<file path="src/rtl/core/gutus_pkg.sv">
// gutus_pkg: shared types, constants and calendar tables for the
// gnss utc to unix seconds pipeline. no dependencies.
`default_nettype none

package gutus_pkg;

  // days from 1970-01-01 to 2000-01-01
  localparam logic [16:0] DaysTo2000 = 17'd10957;
  localparam logic [16:0] DaysPerYear = 17'd365;
  localparam logic [15:0] MsLimit = 16'd59999;
  // floor(x / 1000) == (x * MsRecip) >> MsShift for any 16-bit x
  localparam logic [16:0] MsRecip = 17'd67109;
  localparam int unsigned MsShift = 26;
  localparam logic [16:0] SecPerHour = 17'd3600;
  localparam logic [11:0] SecPerMin = 12'd60;
  localparam logic [16:0] SecPerDay = 17'd86400;
  localparam logic [7:0] HourMax = 8'd23;
  localparam logic [7:0] MinuteMax = 8'd59;
  localparam logic [7:0] MonthFeb = 8'd2;
  localparam logic [7:0] MonthDec = 8'd12;
  localparam logic [7:0] CyNonLeap1 = 8'd100;
  localparam logic [7:0] CyNonLeap2 = 8'd200;

  typedef struct packed {
    logic        ok;
    logic [16:0] year_days;
    logic [8:0]  doy;
    logic [16:0] hr_sec;
    logic [11:0] mn_sec;
    logic [6:0]  sec;
  } gutus_s1_t;

  function automatic logic [4:0] month_len(input logic [7:0] mon, input logic leap);
    logic [4:0] len;
    case (mon) inside
      8'd1, 8'd3, 8'd5, 8'd7, 8'd8, 8'd10, 8'd12: len = 5'd31;
      8'd4, 8'd6, 8'd9, 8'd11:                    len = 5'd30;
      8'd2:                                       len = leap ? 5'd29 : 5'd28;
      default:                                    len = 5'd0;
    endcase
    return len;
  endfunction

  function automatic logic [8:0] days_before(input logic [3:0] idx);
    logic [8:0] d;
    case (idx)
      4'd0:    d = 9'd0;
      4'd1:    d = 9'd31;
      4'd2:    d = 9'd59;
      4'd3:    d = 9'd90;
      4'd4:    d = 9'd120;
      4'd5:    d = 9'd151;
      4'd6:    d = 9'd181;
      4'd7:    d = 9'd212;
      4'd8:    d = 9'd243;
      4'd9:    d = 9'd273;
      4'd10:   d = 9'd304;
      4'd11:   d = 9'd334;
      default: d = 9'd0;
    endcase
    return d;
  endfunction

endpackage

`default_nettype wire

</file>
<file path="src/rtl/core/gnss_utc_to_unix_seconds.sv">
// gnss_utc_to_unix_seconds: top level, utc date and time to unix seconds.
// depends on gutus_pkg and gutus_check.
//
// usage:
//   a beat is taken at a rising edge where start_i is high and busy_o is
//   low. busy_o is always low, so a new beat may enter every cycle.
//   each beat gives exactly one result, shown for one cycle with done_o
//   high, once the beat has passed the register stages listed below.
//   valid_res_o is high when all fields are in range and the day fits the
//   month (gregorian leap rules); unix_seconds_o is then the count of
//   seconds since 1970-01-01, milliseconds truncated to whole seconds.
//   an invalid beat gives valid_res_o low and unix_seconds_o zero.
//   throughput one beat per cycle; each beat passes the four register
//   stages: check, day/time sums, day multiply, final add.
//   the receiver cannot stall; results are never held.
//   reset clears all stage valid bits; no result follows reset until a
//   new beat is taken.
`default_nettype none

module gnss_utc_to_unix_seconds (
  input  wire logic        clk_i,
  input  wire logic        rst_ni,
  input  wire logic        start_i,
  output logic             busy_o,
  input  wire logic [7:0]  century_year_i,
  input  wire logic [7:0]  month_i,
  input  wire logic [7:0]  month_day_i,
  input  wire logic [7:0]  hour_i,
  input  wire logic [7:0]  minute_i,
  input  wire logic [15:0] millisecond_i,
  output logic             done_o,
  output logic             valid_res_o,
  output logic [33:0]      unix_seconds_o
);
  import gutus_pkg::*;

  logic        accept;
  logic        s1_valid;
  gutus_s1_t   s1;

  logic        s2_valid_q, s3_valid_q, done_q;
  logic        s2_ok_q, s3_ok_q, res_ok_q;
  logic [16:0] s2_days_q, s2_tod_q, s3_tod_q;
  logic [16:0] s2_days_d, s2_tod_d;
  logic [33:0] s3_dsec_q, s3_dsec_d;
  logic [33:0] res_sec_q, res_sec_d;

  assign busy_o = 1'b0;
  assign accept = start_i && !busy_o;

  gutus_check u_check (
    .clk_i          (clk_i),
    .rst_ni         (rst_ni),
    .in_valid_i     (accept),
    .century_year_i (century_year_i),
    .month_i        (month_i),
    .month_day_i    (month_day_i),
    .hour_i         (hour_i),
    .minute_i       (minute_i),
    .millisecond_i  (millisecond_i),
    .s1_valid_o     (s1_valid),
    .s1_o           (s1)
  );

  always_comb begin
    s2_days_d = s1.year_days + 17'(s1.doy);
    s2_tod_d  = s1.hr_sec + 17'(s1.mn_sec) + 17'(s1.sec);
    s3_dsec_d = 34'(s2_days_q) * 34'(SecPerDay);
    res_sec_d = s3_ok_q ? (s3_dsec_q + 34'(s3_tod_q)) : 34'd0;
  end

  always_ff @(posedge clk_i or negedge rst_ni) begin
    if (!rst_ni) begin
      s2_valid_q <= 1'b0;
      s3_valid_q <= 1'b0;
      done_q     <= 1'b0;
    end else begin
      s2_valid_q <= s1_valid;
      s3_valid_q <= s2_valid_q;
      done_q     <= s3_valid_q;
    end
  end

  always_ff @(posedge clk_i) begin
    if (s1_valid) begin
      s2_ok_q   <= s1.ok;
      s2_days_q <= s2_days_d;
      s2_tod_q  <= s2_tod_d;
    end
    if (s2_valid_q) begin
      s3_ok_q   <= s2_ok_q;
      s3_dsec_q <= s3_dsec_d;
      s3_tod_q  <= s2_tod_q;
    end
    if (s3_valid_q) begin
      res_ok_q  <= s3_ok_q;
      res_sec_q <= res_sec_d;
    end
  end

  assign done_o         = done_q;
  assign valid_res_o    = res_ok_q;
  assign unix_seconds_o = res_sec_q;

  // every taken beat, and only a taken beat, gives a result strobe
  assert property (@(posedge clk_i) disable iff (!rst_ni)
    done_o == $past(accept, 4))
    else $error("result strobe does not match beat taken four cycles earlier");

  // a valid result is never before 2000-01-01
  assert property (@(posedge clk_i) disable iff (!rst_ni)
    (done_o && valid_res_o) |-> (unix_seconds_o >= 34'd946684800))
    else $error("valid result lies before year 2000");

  // an invalid result carries zero seconds
  assert property (@(posedge clk_i) disable iff (!rst_ni)
    (done_o && !valid_res_o) |-> (unix_seconds_o == 34'd0))
    else $error("invalid result carries nonzero seconds");

endmodule

`default_nettype wire

</file>
<file path="src/rtl/core/gutus_check.sv">
// gutus_check: first pipeline stage, field validation and calendar split.
// depends on gutus_pkg.
`default_nettype none

module gutus_check (
  input  wire logic               clk_i,
  input  wire logic               rst_ni,
  input  wire logic               in_valid_i,
  input  wire logic [7:0]         century_year_i,
  input  wire logic [7:0]         month_i,
  input  wire logic [7:0]         month_day_i,
  input  wire logic [7:0]         hour_i,
  input  wire logic [7:0]         minute_i,
  input  wire logic [15:0]        millisecond_i,
  output logic                    s1_valid_o,
  output gutus_pkg::gutus_s1_t    s1_o
);
  import gutus_pkg::*;

  logic              leap;
  logic [6:0]        leaps_before;
  logic [4:0]        mlen;
  logic [3:0]        mon_idx;
  logic [32:0]       ms_prod;
  logic              valid_q;
  gutus_s1_t         s1_d, s1_q;

  always_comb begin
    leap = (century_year_i[1:0] == 2'd0) &&
           (century_year_i != CyNonLeap1) && (century_year_i != CyNonLeap2);
    // leap years in 2000 .. year-1
    leaps_before = 7'((9'(century_year_i) + 9'd3) >> 2)
                 - 7'(century_year_i > CyNonLeap1)
                 - 7'(century_year_i > CyNonLeap2);
    mlen = month_len(month_i, leap);
    mon_idx = month_i[3:0] - 4'd1;
    ms_prod = 33'(millisecond_i) * 33'(MsRecip);

    s1_d.ok = (month_i != 8'd0) && (month_i <= MonthDec) &&
              (hour_i <= HourMax) && (minute_i <= MinuteMax) &&
              (millisecond_i <= MsLimit) &&
              (month_day_i != 8'd0) && (month_day_i <= 8'(mlen));
    s1_d.year_days = DaysTo2000 + 17'(century_year_i) * DaysPerYear
                   + 17'(leaps_before);
    s1_d.doy = days_before(mon_idx) + 9'(leap && (month_i > MonthFeb))
             + 9'(month_day_i) - 9'd1;
    s1_d.hr_sec = 17'(hour_i) * SecPerHour;
    s1_d.mn_sec = 12'(minute_i) * SecPerMin;
    s1_d.sec = 7'(ms_prod >> MsShift);
  end

  always_ff @(posedge clk_i or negedge rst_ni) begin
    if (!rst_ni) begin
      valid_q <= 1'b0;
    end else begin
      valid_q <= in_valid_i;
    end
  end

  always_ff @(posedge clk_i) begin
    if (in_valid_i) begin
      s1_q <= s1_d;
    end
  end

  assign s1_valid_o = valid_q;
  assign s1_o = s1_q;

endmodule

`default_nettype wire

</file>
<file path="config.mk">
export PLATFORM = sky130hd
export DESIGN_NAME = gnss_utc_to_unix_seconds
export DESIGN_NICKNAME = d
export VERILOG_FILES = /design/src/rtl/core/gutus_pkg.sv /design/src/rtl/core/gnss_utc_to_unix_seconds.sv /design/src/rtl/core/gutus_check.sv
export SDC_FILE = /design/constraint.sdc
export NUM_CORES = 1
export LEC_CHECK = 0
export BUFFER_PORTS_ARGS = -buffer_cell sky130_fd_sc_hd__buf_2
export CORE_MARGIN = 2
export CORE_UTILIZATION = 43
export CTS_CLUSTER_DIAMETER = 40
export DETAILED_ROUTE_END_ITERATION = 8
export GPL_ROUTABILITY_DRIVEN = 0
export SETUP_SLACK_MARGIN = 0.2
export SKIP_CTS_REPAIR_TIMING = 1
export SLEW_MARGIN = 10
export SYNTH_ARGS = -nofsm -noshare
export SYNTH_HDL_FRONTEND = slang
export SYNTH_SLANG_ARGS = --single-unit
</file>
<file path="constraint.sdc">
create_clock -name clk_i -period 5.8 [get_ports clk_i]
set_clock_uncertainty 0.05 [all_clocks]
set_input_delay 0.29 -clock clk_i [delete_from_list [all_inputs] [get_ports clk_i]]
set_output_delay 0.29 -clock clk_i [all_outputs]
set_load 0.02 [all_outputs]
</file>
Word-level counts from Yosys, hierarchy flattened:

Memories as Yosys holds them, arrays and structs flattened.
Cells that the tools add are included.

* flip-flop bits (word level): 176
* bits in latches: 0
* bits in writable memories: 0
* ROM bits: 144
* output and inout bits: 37
* logic and storage cells: 77
* memories: 1

Memory list
* (name not given): depth 16, bits a word 9, read ports 1, clocked after Yosys merged registers in 0, write ports 0, line gutus_pkg.sv:46 `case (idx)`

* add/sub/neg operators: 13
* multipliers: 5
* divide/modulo/power cells: 0
* magnitude comparators: 8
* eq/ne operators: 14
* shifts and indexed selects: 0
* multiplexer cells: 4
* bitwise logic cells: 0
* reductions and logical operators: 14

Operators by type and width (number)
* == test 8 x 4 -> 1 bit (second input constant): 5
* adder 17 x 7 -> 17 bit: 2
* adder 34 x 17 -> 34 bit: 1
* multiplier 16 x 17 -> 33 bit (second input constant): 1
* == test 8 x 3 -> 1 bit (second input constant): 4
* multiplier 17 x 10 -> 27 bit (second input constant): 1
* adder 14 x 17 -> 17 bit (first input constant): 1
* adder 17 x 12 -> 17 bit: 1
* adder 17 x 9 -> 17 bit: 1
* multiplier 8 x 9 -> 17 bit (second input constant): 1
* == test 8 x 2 -> 1 bit (second input constant): 2
* less-or-equal comparator 16 bit (second input constant): 1
* nonzero test 8 bit: 2
* 2-to-1 mux 5 bit: 3
* subtractor 7 x 1 -> 7 bit: 2
* multiplier 8 x 8 -> 13 bit (second input constant): 1
* multiplier 8 x 4 -> 10 bit (second input constant): 1
* adder 8 x 2 -> 9 bit (second input constant): 1
* adder 9 x 1 -> 9 bit: 1
* adder 9 x 8 -> 9 bit: 1
* logical AND 1 bit: 9
* subtractor 9 x 1 -> 9 bit (second input constant): 1
* == test 8 x 1 -> 1 bit (second input constant): 1
* greater-than comparator 8 x 2 -> 1 bit (second input constant): 1
* other kinds (13): 13

Logic depth before layout (Yosys ltp):

Gate-level depths: netlist (run 1).

* depth after elaboration: 9
* gate-level depth with buffers: 29
* depth with buffers taken out: 29

Modules after synthesis:

From an unflattened synthesis (run 1), not the netlist that was laid out.

* cells, all modules: 1758
* area total of the unflattened synthesis: 18749.2 µm²

By module, submodules not included
* gutus_check: times used 1, cells each 928, area an instance 9686.8 µm², seq. area each 1736.7 µm²
* gnss_utc_to_unix_seconds: times used 1, cells each 830, area an instance 9062.4 µm², seq. area each 3528.4 µm²

Least setup slack after synthesis (run 1):

Ideal clock, no wire load.

* path type: input to register
* start: input port century_year_i[4]
* end: register u_check.s1_q, in the netlist u_check.s1_o[61] (data pin)
* data arrival time: 5.579 ns
* required time: 5.488 ns
* setup slack: -0.090 ns
* stages: 29
* path buffers: 0
* cell sequence: inv_1 > ha_1 > nor2b_1 > o21ai_0 > a21boi_0 > fa_1 > nand4_1 > nand3_1 > o21ai_0 > a21oi_1 > xnor2_1 > ha_1 > fa_1 > inv_1 > fa_1 > inv_1 > fa_1 > inv_1 > fa_1 > inv_1 > ha_1 > nand3_1 > nand2_1 > a41o_1 > o41a_1 > nand4_1 > nand4b_1 > o31ai_2 > xnor2_1

RTL lines
* start, declared: line gnss_utc_to_unix_seconds.sv:25 `input wire logic [7:0] century_year_i,`
* end signal, assigned: line gutus_check.sv:62 `s1_q <= s1_d;`
* end, declared: line gutus_check.sv:26 `gutus_s1_t s1_d, s1_q;`

==> results.ini, run 1 <==
[outcome]
status = complete, no violations

[clock_network]
cts_tree = built
clock_path_buffers = 2
cts_root_buffer = clkbuf_16
cts.sinks = 176
htree_levels = 4
cts_buffers = 17
path_clk_slew_ns = 0.07
clock_latency_ns = 0.43

[critical_path]
r2r_setup_slack_ns = 0.85
worstPathRequired_ns = 5.93
endpoint_kind = flop
critPathKind = input port to flop
slowest_stage = fa_1
worstSetupStartpoint = century_year_i[0]
timing.critical_path.arrival_ns = 5.54
worst-path-max-fanout = 3
critical_path.max_stage_delay_ns = 0.55
reg2reg_to = s3_dsec_q[32]
cp-endpoint = u_check.s1_o[61]
timing.rr.start = s2_days_q[1]
rr_worst_depth = 18
cpMostUsedCell = ha_1
critPathLaunchType = input port

[timing]
fin_crit_sh_pct = 93.3
setup_viol = 0
rsz0062_at_grt = true
period_minus_slack_ns = 5.41
hold_viol_final = 0
finalMaxSlewViolations = 0
slew-limit-headroom_pct = 36.5
fmax_ghz = 0.185
worst_pin_slew_ns = 0.952

[global_route]
grt_pass1_wl_mm = 56.9
grt_pass1_vias = 12300
antenna_found_initial = 1
grt_overflow_total = 0
grtUsageTotal_pct = 15.8
grt_start_max_net_pins = 59

[layout]
final_util_pct = 48.9
area_delta_synth_final_pct = 12.7
drive_above_1_share_pct = 12.5
nets = 2396
fillers = 3790

[yosys]
ys_warn_count = 0
avgSynthCellArea_um2 = 11.0
synth-seq-cells = 176
synth_top_area_share_pct = 28.4
synth_area_leaders = edfxtp_1, ha_1, fa_1
async_flop_share_pct = 2.27
ys_types = 72
synth_top_area_cell = edfxtp_1
synth.yosys.seq_area_share_pct = 29.0
synth_enable_flop_cells = 172
synth_flop_cell = edfxtp_1
syn-cell-area_um2 = 18200
netlist_instances = 1653
syn-num-nets = 2240

[placement]
dp_hpwl_mm = 27.9
port_buffers = 94

[floorplan]
die_w_um = 210
die_height_um = 210
ios = 96
die_area_um2 = 43900
coreArea_um2 = 41900
num_rows = 75
initial_utilization_pct = 43.4

[drt]
drt-total-wl_mm = 32.8
initialDrtViolationCount = 371
postRouteAntennaNets = 0
drc = 0
num_vias = 11800
vias_per_cell = 4.98
wire_per_inst_um = 13.9
dr.pass1.iters = 5

[flow_run]
maxCapViolCount = 0

[worst_hold_path]
whs_path_depth = 1
hold_path.class = input port to flop

layout make-up:
| type | count | area [um2] | share of cell area, % |
|---|---|---|---|
| Antenna cell | 1 | 2.50 | 0.0122 |
| Clock buffer | 18 | 439 | 2.14 |
| Clock inverter | 14 | 169 | 0.825 |
| Inverter | 301 | 1150 | 5.60 |
| Multi-Input combinational cell | 1167 | 11900 | 58.0 |
| Sequential cell | 176 | 5270 | 25.7 |
| Tap cell | 539 | 674 | 3.29 |
| Timing Repair Buffer | 146 | 907 | 4.43 |
per-stage QoR:
stage	area (um2)	setup slack, ns	hold slack, ns	cells	TNS, ns
CTS	20300	0.201	-0.421	2358	0
global route	20500	0.133	0.0505	2362	0
finish	20500	0.387	0.0496	2362	0
detailed placement	19700	-0.262	0.0553	2326	-0.555
global placement	19700	-0.126	0.0543	2326	-0.202
floorplan	18200	0.200	-0.0556	1653	0
cell usage in the layout, fill, tap and decap left out, types with 35 or more instances in the layout:
master      n
a21oi_1    70
buf_2      89
buf_4      52
edfxtp_1  172
fa_1      126
ha_1      392
inv_1     294
nand2_1    50
nor2_1     57
o21ai_0    35
xnor2_1    74
xor2_1     39
routing by layer:
metal | track usage (%) | up-vias | share of wire (%)
met3 | 1.74 | 34 | 2.2
met1 | 20.4 | 5564 | 47
li1 | - | 6024 | -
met5 | 0 | - | 0
met4 | 4.67 | 0 | 1.8
met2 | 28.0 | 135 | 49
flip-flops by register name, summed over array words and instances (netlist names):
name and flops:
s2_days_q 17, done_o 1, s3_valid_q 1, u_check.s1_o 57, s2_valid_q 1, s3_dsec_q 27
s2_tod_q 17, u_check.s1_valid_o 1, s2_ok_q 1, unix_seconds_o 34, valid_res_o 1, s3_tod_q 17
s3_ok_q 1
worst min path at each step:
stage / startpoint / end
final: minute_i[0] / u_check.s1_o[9]
after global routing: minute_i[0] / u_check.s1_o[9]
after CTS: rst_ni / done_o
after detailed placement: rst_ni / done_o
after global placement: rst_ni / done_o
after floorplan: rst_ni / done_o
logic make-up after synthesis:
| group | count (synthesis) | synth area share (%) |
|---|---|---|
| fa+ha+maj | 528 | 41.6 |
| buf+inv | 310 | 6.43 |
| simple gates | 271 | 7.67 |
| compound gates | 250 | 9.60 |
| flops | 176 | 29.0 |
| xor+xnor | 114 | 5.50 |
| mux | 3 | 0.165 |
| other cells | 1 | 0.0206 |
worst max-delay path, delay by kind of cell:
kind | cells | cell delay, ns
adders and majority gates | 9 | 2.85
AOI/OAI and AO/OA | 5 | 1.11
and+or+nand+nor | 5 | 0.58
buffers and inverters | 5 | 0.44
xor gates and xnor gates | 2 | 0.26
synth_stat cells (3+ instances only):
library cell,number
mux2i_1,3
xor2_1,39
o31ai_1,6
inv_1,301
a22oi_1,3
or2_2,3
xnor2_1,75
a21boi_1,6
o21ai_0,38
a41o_1,3
edfxtp_1,172
fa_1,127
or4_1,5
or3_1,6
dfrtp_1,4
o2111ai_1,4
nand2_1,50
o211ai_1,7
nand3_1,28
o21ai_1,6
and3_1,16
nand2b_1,12
o21bai_1,14
nor3b_1,5
a211oi_1,7
nor3_1,20
nor2b_1,19
ha_1,401
nor4_1,5
nand4_1,13
and2_1,25
o21a_1,10
a21oi_2,4
clkbuf_1,6
a21boi_0,8
a21oi_1,72
a31oi_1,12
a21o_1,24
nor2_1,57
Power of run 1 is not shown: default switching activity piles up to over one toggle a cycle in this logic, so the estimate is an artifact.
==> inputs of run 2 (changes only) <==
- CORE_UTILIZATION: 43 -> 55
- PLACE_DENSITY: unset -> 0.73
==> results.ini, run 2 (synthesis results as in run 1) <==
[outcome]
status = complete, no violations

[floorplan]
ios = 96
coreArea_um2 = 32500
die_area_um2 = 34500
num_rows = 66
die_height_um = 186
die_w_um = 186
initial_utilization_pct = 55.8

[timing]
period_minus_slack_ns = 5.46
slew-limit-headroom_pct = 36.2
rsz0062_at_grt = true
fin_crit_sh_pct = 94.2
worst_slack_ns = 0.336
setup_viol = 0
hold_viol_final = 0
worst_pin_slew_ns = 0.957
fmax_ghz = 0.183
finalMaxSlewViolations = 0

[layout]
area_delta_synth_final_pct = 12.0
drive_above_1_share_pct = 12.5
largest_reg_flops = 57
final_util_pct = 62.5
final_common_cell = ha_1
stdcell_count = 2262
nets = 2392
final_cell_mix = ha_1, inv_1, edfxtp_1

[critical_path]
slowest_stage = fa_1
critPathLaunchType = input port
timing.critical_path.arrival_ns = 5.60
endpoint_kind = flop
rr_worst_depth = 18
worstPathRequired_ns = 5.93
worst-path-max-fanout = 3
critPathKind = input port to flop
critical_path.max_stage_delay_ns = 0.54
cpMostUsedCell = fa_1

[clock_network]
htree_levels = 4
clock_path_buffers = 2
cts_buffers = 17
path_clk_slew_ns = 0.08
cts.sinks = 176
cts_tree = built
clock_latency_ns = 0.43
cts_root_buffer = clkbuf_16

[global_route]
grtUsageTotal_pct = 20.2
use_met2_pct = 35.5
grt-busiest-layer = met2
grt_overflow_total = 0
antenna_found_initial = 2
use_met3_pct = 2.50
grt_pass1_vias = 12400
grt_pass1_wl_mm = 56.2
grt_start_max_net_pins = 59
met1_usage_pct = 26.1

[drt]
drc = 0
wire_per_inst_um = 14.2
num_vias = 11800
postRouteAntennaNets = 0
dr.pass1.iters = 4
vias_per_cell = 5.23
initialDrtViolationCount = 442
drt-total-wl_mm = 32.1

[placement]
dp_hpwl_mm = 26.9
port_buffers = 94
place.detailed.instances = 2225
pre_cts_ws_ns = -0.216

[flow_run]
maxCapViolCount = 0

[worst_hold_path]
hold_path.class = input port to flop
whs_path_depth = 1

[run 2: cell types whose count changed in the layout (fill, tap and decap cells not counted), moves of 2 or more]
cell / previous run / this run
inv_2: 3 / 5
inv_1: 294 / 292
buf_6: 1 / 3
buf_4: 52 / 49
clkinvlp_4: 5 / 3
clkinv_4: 2 / 0
clkinv_8: 2 / 5
[run 2: cell type report]
cell class,instances,area [um2]
antenna,2,5.00
sequential,176,5270
inverter,301,1140
tap,442,553
multi-input combinational,1167,11900
clock inverter,15,206
fill,2618,12200
clock buffer,17,425
timing repair buffer,142,867
[run 2: worst max-delay path: cells and delay by family]
family                   cells  cell delay [ns]
adder cells (fa/ha/maj)      8             2.83
AO/OA/AOI/OAI                5             1.13
AND/OR/NAND/NOR              7             0.63
buffers and inverters        7             0.53
XOR/XNOR                     2             0.19
[run 2: worst paths after layout]
| path | start | to | slack, ns |
|---|---|---|---|
| max reg2reg | s2_days_q[1] | s3_dsec_q[32] | 0.85 |
| min | minute_i[0] | u_check.s1_o[9] | 0.06 |
| max in group asynchronous | rst_ni | u_check.s1_valid_o | 5.42 |
| max | century_year_i[7] | u_check.s1_o[61] | 0.34 |
| min reg2reg | s2_tod_q[10] | s3_tod_q[10] | 0.36 |
| min in group asynchronous | rst_ni | s2_valid_q | 0.14 |
[run 2: layer usage]
layer	wire [um]	vias up
li1	-	6022
met1	14900	5598
met2	15800	173
met3	831	40
met4	543	0
met5	0	-
[run 2: through the flow]
stage / hold slack [ns] / cell area (um2) / setup TNS [ns]
2_1_floorplan: -0.0556 / 18200 / 0
3_3_place_gp: 0.0561 / 19600 / -0.119
3_5_place_dp: 0.0584 / 19600 / -0.442
4_1_cts: -0.423 / 20200 / 0
5_1_grt: 0.0503 / 20300 / 0
6_report: 0.0605 / 20300 / 0
Power of run 2 is left out for the same reason.
